## config.mk

```make
export PLATFORM = sky130hd
export DESIGN_NAME = sm3_hash_engine
export DESIGN_NICKNAME = d
export VERILOG_FILES = /design/src/rtl/sm3_pkg.sv /design/src/rtl/sm3_hash_engine.sv /design/src/rtl/sm3_front.sv /design/src/rtl/sm3_fifo.sv /design/src/rtl/sm3_core.sv
export SDC_FILE = /design/constraint.sdc
export NUM_CORES = 2
export LEC_CHECK = 0
export BUFFER_PORTS_ARGS = -buffer_cell sky130_fd_sc_hd__buf_2
export CORE_ASPECT_RATIO = 0.8
export CORE_MARGIN = 2
export CORE_UTILIZATION = 45
export DETAILED_ROUTE_END_ITERATION = 6
export SYNTH_ARGS = -nofsm -noshare
export SYNTH_HDL_FRONTEND = slang
export SYNTH_SLANG_ARGS = --single-unit
```

## constraint.sdc

```tcl
create_clock -name clk -period 10.6 [get_ports clk]
set_clock_uncertainty 0.2 [all_clocks]
set_input_delay 2.12 -clock clk [delete_from_list [all_inputs] [get_ports clk]]
set_output_delay 2.12 -clock clk [all_outputs]
set_load 0.02 [all_outputs]
```

## src/rtl/sm3_pkg.sv

```systemverilog
// SM3 engine shared types, constants and round functions
package sm3_pkg;

	typedef struct packed {
		logic [31:0] message_word;
		logic [2:0]  byte_count;
		logic        final_word;
	} in_word_t;

	typedef struct packed {
		logic [31:0] digest_word;
		logic [2:0]  word_index;
		logic        last_word;
		logic        length_error;
	} out_word_t;

	// front-to-back queue entry: one block word, plus end-of-message and length-error flags
	typedef struct packed {
		logic [31:0] data;
		logic        msg_end;
		logic        len_err;
	} blk_word_t;

	localparam logic [255:0] IV = {
		32'h7380166F, 32'h4914B2B9, 32'h172442D7, 32'hDA8A0600,
		32'hA96F30BC, 32'h163138AA, 32'hE38DEE4D, 32'hB0FB0E4E
	};
	localparam logic [31:0] T_LOW  = 32'h79cc4519;
	localparam logic [31:0] T_HIGH = 32'h9d8a7a87;
	localparam logic [31:0] PAD_BIT = 32'h80000000;

	function automatic logic [31:0] rol(input logic [31:0] x, input logic [4:0] n);
		logic [63:0] d;
		d = {x, x} << n;
		return d[63:32];
	endfunction

	function automatic logic [31:0] p0(input logic [31:0] x);
		return x ^ rol(x, 5'd9) ^ rol(x, 5'd17);
	endfunction

	function automatic logic [31:0] p1(input logic [31:0] x);
		return x ^ rol(x, 5'd15) ^ rol(x, 5'd23);
	endfunction

endpackage

```

## src/rtl/sm3_hash_engine.sv

```systemverilog
// SM3 hash engine top level
//  channel | dir | payload            | handshake
//  in      | in  | sm3_pkg::in_word_t | in_valid / in_stall
//  out     | out | sm3_pkg::out_word_t| out_valid / out_stall
// Each 16-word block is loaded word by word into the core, then takes 64
// compression rounds, one round per cycle in the core.
// The queue fills during the rounds, then the front stalls.
// Final word adds padding and length words (1-2 blocks) then 8 digest words.
// Reset clears all control state and loads the initial vector.
// The front and core stall independently through the word queue.
module sm3_hash_engine #(
	parameter int QueueDepth = 4
) (
	input  logic               clk,
	input  logic               arst_n,
	input  logic               in_valid,
	output logic               in_stall,
	input  sm3_pkg::in_word_t  in_data,
	output logic               out_valid,
	input  logic               out_stall,
	output sm3_pkg::out_word_t out_data
);

	logic               fq_valid, fq_full, qc_valid, qc_take;
	sm3_pkg::blk_word_t fq_data, qc_data;

	sm3_front u_front (
		.clk, .arst_n, .in_valid, .in_stall, .in_data,
		.q_valid(fq_valid), .q_full(fq_full), .q_data(fq_data)
	);

	sm3_fifo #(.Depth(QueueDepth)) u_fifo (
		.clk, .arst_n,
		.wr_valid(fq_valid), .full(fq_full), .wr_data(fq_data),
		.rd_valid(qc_valid), .rd_take(qc_take), .rd_data(qc_data)
	);

	sm3_core u_core (
		.clk, .arst_n,
		.q_valid(qc_valid), .q_take(qc_take), .q_data(qc_data),
		.out_valid, .out_stall, .out_data
	);

endmodule

```

## src/rtl/sm3_front.sv

```systemverilog
// SM3 front end: bit counting, padding and length words into the queue
module sm3_front (
	input  logic               clk,
	input  logic               arst_n,
	input  logic               in_valid,
	output logic               in_stall,
	input  sm3_pkg::in_word_t  in_data,
	output logic               q_valid,
	input  logic               q_full,
	output sm3_pkg::blk_word_t q_data
);

	typedef enum logic [2:0] {F_DATA, F_PAD, F_ZERO, F_LENH, F_LENL} fst_t;

	fst_t        state_q;
	logic [3:0]  pos_q;
	logic [63:0] len_q;
	logic        ovf_q;
	logic [31:0] pad_q;

	logic [2:0]  cnt;
	logic [31:0] keep;
	logic [64:0] len_sum;
	logic [31:0] pad_word;

	always_comb begin
		cnt = (in_data.byte_count > 3'd4) ? 3'd4 : in_data.byte_count;
		if (!in_data.final_word)
			len_sum = {1'b0, len_q} + 65'd32;
		else
			len_sum = {1'b0, len_q} + {59'd0, cnt, 3'd0};
		keep = 32'hFFFFFFFF << (6'd32 - {cnt, 3'd0});
		if (cnt == 3'd0)
			keep = 32'd0;
		pad_word = (in_data.message_word & keep) | (sm3_pkg::PAD_BIT >> {cnt, 3'd0});
	end

	assign in_stall = (state_q != F_DATA) || q_full;

	always_comb begin
		q_valid = 1'b0;
		q_data = '0;
		q_data.len_err = ovf_q;
		case (state_q)
			F_DATA: begin
				q_valid = in_valid && !(in_data.final_word && cnt != 3'd4);
				q_data.data = in_data.message_word;
			end
			F_PAD: begin
				q_valid = 1'b1;
				q_data.data = pad_q;
			end
			F_ZERO: q_valid = 1'b1;
			F_LENH: begin
				q_valid = 1'b1;
				q_data.data = len_q[63:32];
			end
			F_LENL: begin
				q_valid = 1'b1;
				q_data.data = len_q[31:0];
				q_data.msg_end = 1'b1;
			end
			default: ;
		endcase
	end

	always_ff @(posedge clk or negedge arst_n) begin
		if (!arst_n) begin
			state_q <= F_DATA;
			pos_q <= '0;
			len_q <= '0;
			ovf_q <= 1'b0;
			pad_q <= '0;
		end else if (!q_full) begin
			case (state_q)
				F_DATA: if (in_valid) begin
					len_q <= len_sum[63:0];
					if (len_sum[64])
						ovf_q <= 1'b1;
					if (!in_data.final_word) begin
						pos_q <= pos_q + 4'd1;
					end else begin
						pad_q <= (cnt == 3'd4) ? sm3_pkg::PAD_BIT : pad_word;
						if (cnt == 3'd4)
							pos_q <= pos_q + 4'd1;
						state_q <= F_PAD;
					end
				end
				F_PAD: begin
					pos_q <= pos_q + 4'd1;
					state_q <= (pos_q == 4'd13) ? F_LENH : F_ZERO;
				end
				F_ZERO: begin
					pos_q <= pos_q + 4'd1;
					if (pos_q == 4'd13)
						state_q <= F_LENH;
				end
				F_LENH: begin
					pos_q <= pos_q + 4'd1;
					state_q <= F_LENL;
				end
				F_LENL: begin
					pos_q <= '0;
					len_q <= '0;
					ovf_q <= 1'b0;
					state_q <= F_DATA;
				end
				default: state_q <= F_DATA;
			endcase
		end
	end

endmodule

```

## src/rtl/sm3_fifo.sv

```systemverilog
// SM3 short word queue between front end and compression core
module sm3_fifo #(
	parameter int Depth = 4
) (
	input  logic               clk,
	input  logic               arst_n,
	input  logic               wr_valid,
	output logic               full,
	input  sm3_pkg::blk_word_t wr_data,
	output logic               rd_valid,
	input  logic               rd_take,
	output sm3_pkg::blk_word_t rd_data
);

	localparam int AW = (Depth > 1) ? $clog2(Depth) : 1;

	sm3_pkg::blk_word_t mem_q [Depth];
	logic [AW-1:0] wp_q, rp_q;
	logic [AW:0]   cnt_q;
	logic          wr, rd;

	assign full = (cnt_q == (AW+1)'(Depth));
	assign rd_valid = (cnt_q != '0);
	assign rd_data = mem_q[rp_q];
	assign wr = wr_valid && !full;
	assign rd = rd_take && rd_valid;

	always_ff @(posedge clk) begin
		if (wr)
			mem_q[wp_q] <= wr_data;
	end

	always_ff @(posedge clk or negedge arst_n) begin
		if (!arst_n) begin
			wp_q <= '0;
			rp_q <= '0;
			cnt_q <= '0;
		end else begin
			if (wr)
				wp_q <= (wp_q == AW'(Depth - 1)) ? '0 : wp_q + 1'b1;
			if (rd)
				rp_q <= (rp_q == AW'(Depth - 1)) ? '0 : rp_q + 1'b1;
			cnt_q <= cnt_q + (AW+1)'(wr) - (AW+1)'(rd);
		end
	end

endmodule

```

## src/rtl/sm3_core.sv

```systemverilog
// SM3 back end: block gather, 64-round compression, digest output
module sm3_core (
	input  logic               clk,
	input  logic               arst_n,
	input  logic               q_valid,
	output logic               q_take,
	input  sm3_pkg::blk_word_t q_data,
	output logic               out_valid,
	input  logic               out_stall,
	output sm3_pkg::out_word_t out_data
);

	typedef enum logic [1:0] {C_LOAD, C_ROUND, C_OUT} cst_t;

	cst_t        state_q;
	logic [3:0]  wpos_q;
	logic [5:0]  rnd_q;
	logic [2:0]  oidx_q;
	logic        end_q;
	logic        err_q;
	logic [31:0] w_q [16];
	logic [31:0] v_q [8];
	logic [31:0] a_q, b_q, c_q, d_q, e_q, f_q, g_q, h_q;
	logic [31:0] t_q;

	logic [31:0] a12, ss1, ss2, ffv, ggv, tt1, tt2, wn;

	always_comb begin
		a12 = sm3_pkg::rol(a_q, 5'd12);
		ss1 = sm3_pkg::rol(a12 + e_q + t_q, 5'd7);
		ss2 = ss1 ^ a12;
		if (rnd_q < 6'd16) begin
			ffv = a_q ^ b_q ^ c_q;
			ggv = e_q ^ f_q ^ g_q;
		end else begin
			ffv = (a_q & b_q) | (a_q & c_q) | (b_q & c_q);
			ggv = (e_q & f_q) | (~e_q & g_q);
		end
		tt1 = ffv + d_q + ss2 + (w_q[0] ^ w_q[4]);
		tt2 = ggv + h_q + ss1 + w_q[0];
		wn = sm3_pkg::p1(w_q[0] ^ w_q[7] ^ sm3_pkg::rol(w_q[13], 5'd15))
			^ sm3_pkg::rol(w_q[3], 5'd7) ^ w_q[10];
	end

	assign q_take = (state_q == C_LOAD);
	assign out_valid = (state_q == C_OUT);
	assign out_data.digest_word = v_q[oidx_q];
	assign out_data.word_index = oidx_q;
	assign out_data.last_word = (oidx_q == 3'd7);
	assign out_data.length_error = err_q;

	always_ff @(posedge clk) begin
		if (state_q == C_LOAD && q_valid)
			w_q[wpos_q] <= q_data.data;
		else if (state_q == C_ROUND) begin
			for (int i = 0; i < 15; i++)
				w_q[i] <= w_q[i+1];
			w_q[15] <= wn;
		end
	end

	always_ff @(posedge clk or negedge arst_n) begin
		if (!arst_n) begin
			state_q <= C_LOAD;
			wpos_q <= '0;
			rnd_q <= '0;
			oidx_q <= '0;
			end_q <= 1'b0;
			err_q <= 1'b0;
			for (int i = 0; i < 8; i++)
				v_q[i] <= sm3_pkg::IV[255-32*i -: 32];
			{a_q, b_q, c_q, d_q, e_q, f_q, g_q, h_q} <= '0;
			t_q <= '0;
		end else begin
			case (state_q)
				C_LOAD: if (q_valid) begin
					wpos_q <= wpos_q + 4'd1;
					if (wpos_q == 4'd15) begin
						end_q <= q_data.msg_end;
						err_q <= q_data.len_err;
						{a_q, b_q, c_q, d_q} <= {v_q[0], v_q[1], v_q[2], v_q[3]};
						{e_q, f_q, g_q, h_q} <= {v_q[4], v_q[5], v_q[6], v_q[7]};
						t_q <= sm3_pkg::T_LOW;
						rnd_q <= '0;
						state_q <= C_ROUND;
					end
				end
				C_ROUND: begin
					d_q <= c_q;
					c_q <= sm3_pkg::rol(b_q, 5'd9);
					b_q <= a_q;
					a_q <= tt1;
					h_q <= g_q;
					g_q <= sm3_pkg::rol(f_q, 5'd19);
					f_q <= e_q;
					e_q <= sm3_pkg::p0(tt2);
					t_q <= (rnd_q == 6'd15) ? sm3_pkg::T_HIGH : sm3_pkg::rol(t_q, 5'd1);
					rnd_q <= rnd_q + 6'd1;
					if (rnd_q == 6'd63) begin
						v_q[0] <= v_q[0] ^ tt1;
						v_q[1] <= v_q[1] ^ a_q;
						v_q[2] <= v_q[2] ^ sm3_pkg::rol(b_q, 5'd9);
						v_q[3] <= v_q[3] ^ c_q;
						v_q[4] <= v_q[4] ^ sm3_pkg::p0(tt2);
						v_q[5] <= v_q[5] ^ e_q;
						v_q[6] <= v_q[6] ^ sm3_pkg::rol(f_q, 5'd19);
						v_q[7] <= v_q[7] ^ g_q;
						oidx_q <= '0;
						state_q <= end_q ? C_OUT : C_LOAD;
					end
				end
				C_OUT: if (!out_stall) begin
					oidx_q <= oidx_q + 3'd1;
					if (oidx_q == 3'd7) begin
						for (int i = 0; i < 8; i++)
							v_q[i] <= sm3_pkg::IV[255-32*i -: 32];
						state_q <= C_LOAD;
					end
				end
				default: state_q <= C_LOAD;
			endcase
		end
	end

endmodule
```

; After elaboration in Yosys (flattened, before gate mapping)
; Memories as Yosys holds them, arrays and structs flattened.
; Index checks and enable logic that the tools add are counted.
[op_classes]
n_addsub = 19
magnitude_cmp = 3
n_eq_ne = 26
shifts = 2
n_mux = 83
n_bitwise = 35
n_reduce_logical = 30
[ops]
columns = cell, count
row1 = 2-to-1 mux 32 bit, 26
row2 = 2-to-1 mux 256 bit, 3
row3 = XOR 32 bit, 22
row4 = case mux 32 bit (2 select lines), 9
row5 = case mux 256 bit (2 select lines), 1
row6 = adder 32 bit, 8
row7 = AND 32 bit, 6
row8 = bitwise OR 32 bit, 4
row9 = case mux 32 bit (4 select lines), 1
row10 = case mux 64 bit (2 select lines), 1
row11 = binary-select mux 32 bit (select 3 bit), 1
row12 = adder 64 x 6 -> 65 bit, 1
row13 = "adder 64 x 6 -> 65 bit, second input constant", 1
row14 = 2-to-1 mux 65 bit, 1
row15 = 2-to-1 mux 64 bit, 1
row16 = NOT 32 bit, 1
row17 = OR reduction 32 bit, 1
row18 = "<< shifter 32 x 6 -> 32 bit, first input constant", 1
row19 = ">> shifter 32 x 6 -> 32 bit, first input constant", 1
row20 = AND reduction 4 bit, 5
row21 = 2-to-1 mux 3 bit, 6
row22 = 2-to-1 mux 2 bit, 8
row23 = 2-to-1 mux 4 bit, 4
row24 = "equality test 3 bit, second input constant", 4
row25 = other kinds (43), 81
[word_totals]
register_bits = 672
ram_bits = 648
in_bits = 40
wordCells = 231
mem_count = 2
[mem_list]
columns = name, depth, word_bits, rd, rd_ports_with_merged_regs, write_ports, line
row1 = u_core.w_q, 16, 32, 16, 0, 16, sm3_core.sv:21  ; logic [31:0] w_q [16];
row2 = u_fifo.mem_q, 4, 34, 1, 0, 1, sm3_fifo.sv:17  ; sm3_pkg::blk_word_t mem_q [Depth];

; Depth between registers and ports, before layout
[logic_depth]
word_depth = 12
depth_mapped = 31
mapped_depth_nobuf = 30

; Hierarchy
; Synthesis repeated with hierarchy kept, for this count alone.
[unflattened]
cells_unflattened = 6622
hier_area_um2 = 72231.8
[by_module_without_submodules]
columns = module, n_inst, cells_per_inst, area_per_inst_um2, seq_area_each_um2
row1 = sm3_core, 1, 5664, 60740.8, 29562.1
row2 = sm3_front, 1, 736, 6099.6, 2527.4
row3 = sm3_fifo, 1, 222, 5391.4, 4259.1

; Least setup slack after synthesis
; OpenSTA, ideal clock, no wires.
[synth_path]
kind = register to register
startpoint = register u_core.e_q[1]
endpoint = register u_core.v_q[100] (netlist name)
arrival_time_ns = 6.893
required_time_ns = 10.321
path_slack_ns = 3.428
path_stages_with_launch = 29
n_path_buf = 1
path_cell_list = dfrtp_1 clkbuf_1 inv_1 fa_1 inv_1 ha_1 inv_1 fa_1 nor2b_1 o211ai_1 a21boi_0 o2111ai_1 o31ai_1 nor4b_1 nor2_1 xnor2_1 fa_1 fa_1 inv_1 fa_1 a211o_1 a211o_1 and4_4 o31ai_4 mux2i_1 nand2_1 xor3_1 and3_1 o21ai_0
[synth_via]
elab_chain_cells = 12
elab_cells_between_ends = 17
classes_between = add/sub: 5 / mux: 3 / bitwise: 9
[synth_rtl]
columns = element, line
row1 = "start, declared", sm3_core.sv:23  ; logic [31:0] a_q, b_q, c_q, d_q, e_q, f_q, g_q, h_q;
row2 = "start signal, assigned", sm3_core.sv:82  ; {e_q, f_q, g_q, h_q} <= {v_q[4], v_q[5], v_q[6], v_q[7]};
row3 = "start signal, assigned", sm3_core.sv:96  ; e_q <= sm3_pkg::p0(tt2);
row4 = "parallel branches: the longest is 5 deep, another holds adder 32 bit", -
row5 = adder 32 bit * (2 in series), sm3_core.sv:40  ; tt2 = ggv + h_q + ss1 + w_q[0];
row6 = XOR 32 bit, sm3_pkg.sv:39  ; return x ^ rol(x, 5'd9) ^ rol(x, 5'd17);
row7 = XOR 32 bit *, sm3_pkg.sv:39
row8 = XOR 32 bit *, sm3_core.sv:104  ; v_q[4] <= v_q[4] ^ sm3_pkg::p0(tt2);
row9 = 2-to-1 mux 256 bit *, sm3_core.sv:99  ; if (rnd_q == 6'd63) begin
row10 = case mux 256 bit (2 select lines) *, sm3_core.sv:75  ; case (state_q)
row11 = "end signal, assigned by index", sm3_core.sv:71  ; v_q[i] <= sm3_pkg::IV[255-32*i -: 32];
row12 = "end signal, assigned by index", sm3_core.sv:116  ; v_q[i] <= sm3_pkg::IV[255-32*i -: 32];
row13 = "end, declared", sm3_core.sv:22  ; logic [31:0] v_q [8];
; Mark *: on every way between the ends. The select of a mux whose other input is x is not followed.
; A chain may end at the register's enable or synchronous reset.

; Worst setup path in the final report
[layout_path]
startpoint = register u_core.e_q[1]
endpoint = register u_core.v_q[104] (netlist name)
; Same word-level chain as after synthesis.

==> results.sh <==
export IMPL_setup_viol=0
export IMPL_drv_cap=0
export IMPL_clk_pin_slew_worst_paths_ns=0.07
export IMPL_clk_latency_ns=0.83
export IMPL_synth_nets=6857
export IMPL_crit_path_start_kind="register"
export IMPL_cts_setup_buffers=0
export IMPL_grt_pass1_wl_um=342000
export IMPL_arrival_ns=9.12
export IMPL_crit_start="u_core.e_q[1]"
export IMPL_initial_core_util_pct=45.47
export IMPL_hold_violations=0
export IMPL_syn_avg_cell_area_um2=11.01
export IMPL_slowest_delay_ns=0.53
export IMPL_rsz0062_at_grt="no"
export IMPL_status="finished, final reports clean"
export IMPL_drive_gt1_share_pct=10.71
export IMPL_clock_sinks=1317
export IMPL_ys_warn_count=0
export IMPL_slew_headroom_pct=16.82
export IMPL_ys_seq_area_share_pct=50.72
export IMPL_whs_path_depth=2
export IMPL_finalMaxSlewViolations=0
export IMPL_wire_per_inst_um=27.41
export IMPL_yosys_top_cells_area="edfxtp_1 (27%), dfrtp_1 (19%), a21o_1 (5.9%)"
export IMPL_r2r_end="u_core.v_q[104]"
export IMPL_syn2layout_area_growth_pct=9.536
export IMPL_synthCells=6509
export IMPL_reg2reg_slack_ns=1.95
export IMPL_drt_iter0_drc=6764
export IMPL_die_w_um=450.2
export IMPL_synth_edff_count=648
export IMPL_synth_common_cells="nand2_1 (790), edfxtp_1 (648), a21o_1 (565)"
export IMPL_r2r_cells=28
export IMPL_via_count=51486
export IMPL_io_pins=79
export IMPL_path_max_fanout=10
export IMPL_coreArea_mm2=0.1576
export IMPL_synth_async_reset_ratio_pct=50.80
export IMPL_yosys_area_top_type="edfxtp_1"
export IMPL_hp_start="u_core.err_q"
export IMPL_numCtsBuffers=139
export IMPL_drt_vias_per_instance=5.994
export IMPL_synth_top_cell_area_share_pct=27.15
export IMPL_syn_area_mm2=0.07167
export IMPL_fp_row_count=130
export IMPL_overflow=0
export IMPL_die_h_um=360.9
export IMPL_cts_hold_buf=0
export IMPL_htreeDepth=4
export IMPL_grt_pass1_vias=47800
export IMPL_cts_resized_gates=0
export IMPL_place_congestion=0.9676
export IMPL_critPathKind="reg -> reg"
export IMPL_fin_crit_ns=8.650
export IMPL_min_path_type="reg -> reg"
export IMPL_grtUsageTotal_pct=28.70
export IMPL_layout_nets=6704
export IMPL_ys_flop_type="edfxtp_1"
export IMPL_dp_hpwl_um=160600
export IMPL_yosysMostFrequentCell="nand2_1"
export IMPL_fmax_mhz=115.6
export IMPL_cts_tree="done"
export IMPL_crit_required_ns=11.07
export IMPL_first_pass_iters=6
export IMPL_r2r_start="u_core.e_q[1]"
export IMPL_worst_pin_slew_ns=1.248
export IMPL_cts_buffer_depth=3
export IMPL_ys_types=95
export IMPL_drcViolationCount=0
export IMPL_clock_root_buffer="clkbuf_16"
export IMPL_whs_endpoint="u_core.err_q"
export IMPL_antenna_found_initial=14
export IMPL_period_share_pct=81.60
export IMPL_end_kind="register"
export IMPL_synth_seq_cells=1317
export IMPL_grt_max_degree=258
export IMPL_finalSetupTns_ns=0
export IMPL_io_buffer_count=78
export IMPL_ant_nets=0
export IMPL_routed_wl_um=235400
export IMPL_worst_path_max_delay_cell="xnor3_1"
export IMPL_dieArea_mm2=0.1625
-- worst max path at each step --
stage | to | slack [ns] | cells past startpoint
detailed placement | u_core.v_q[120] | 2.22 | 26
floorplan | u_core.v_q[100] | 3.43 | 28
finish | u_core.v_q[104] | 1.95 | 28
global placement | u_core.v_q[120] | 2.25 | 26
CTS | u_core.v_q[120] | 2.15 | 26
global route | u_core.v_q[120] | 1.56 | 26
-- kinds of logic after synthesis --
group                    count (synthesis)  share of synthesized area [%]
multiplexers                           210                          4.716
buffers and inverters                  651                          3.480
flip-flops                            1317                          50.72
adder cells (fa/ha/maj)                308                          7.368
XOR/XNOR                               580                          7.383
AO/OA/AOI/OAI                         1608                          15.02
AND/OR/NAND/NOR                       1835                          11.32
-- routing by layer --
metal / up-vias / track usage (%) / wire length (um)
met4: 6 / 7.869 / 6276
met5: - / 0 / 41
met1: 26363 / 42.99 / 104800
li1: 22685 / - / -
met3: 258 / 6.987 / 23300
met2: 2174 / 41.32 / 101100
-- registers in the layout, indices dropped and copies added (netlist names), 4 cells and up --
name	flops
u_core.rnd_q	6
u_front.pos_q	4
u_core.t_q	32
u_front.pad_q	32
u_core.f_q	32
u_fifo.mem_q	136
u_core.c_q	32
u_core.a_q	32
u_core.w_q	512
u_core.e_q	32
u_core.v_q	256
u_core.b_q	32
u_core.h_q	32
u_front.len_q	61
u_core.wpos_q	4
u_core.d_q	32
u_core.g_q	32
-- placed cells by master, fill, tap and decap left out, drive strengths merged, types with 155 or more instances in the layout --
cell,count
a21o,565
a21oi,287
a31oi,240
and3,157
buf,155
clkbuf,204
dfrtp,550
edfxtp,648
fa,190
inv,208
nand2,790
nor2,539
o21ai,251
xnor2,293
xor2,273
-- area by class of cell --
type                    instances  area [um^2]
clock inverters                54        638.1
fillers                     13982        79110
multi-input cells            4541        33090
well taps                    2112         2643
flip-flops and latches       1317        36360
inverters                     202        758.2
diodes                          4        10.01
clock buffers                 204         3935
repair buffers                155         1066
-- through the flow --
step	std cells	hold WS (ns)	utilization [%]	worst slack, ns	instance area (um^2)
detailed placement	8327	0.2665	46.90	2.219	73920
finish	8589	0.2703	49.81	1.950	78500
CTS	8585	0.2795	49.80	2.146	78490
global route	8585	0.3059	49.80	1.558	78490
global placement	8327	0.2601	46.90	2.252	73920
floorplan	6509	0.2455	-	3.428	71670
-- worst max-delay path: cells and delay by family, from the launching register on --
| family | cells | cell delay (ns) |
|---|---|---|
| xor gates and xnor gates | 3 | 1.11 |
| DFF | 1 | 0.51 |
| adders and majority gates | 6 | 2.37 |
| and+or+nand+nor | 3 | 0.71 |
| buffers and inverters | 4 | 0.32 |
| AOI/OAI and AO/OA | 12 | 3.26 |
Power is not shown: default switching activity piles up to over one toggle a cycle in this logic, so the estimate is an artifact.
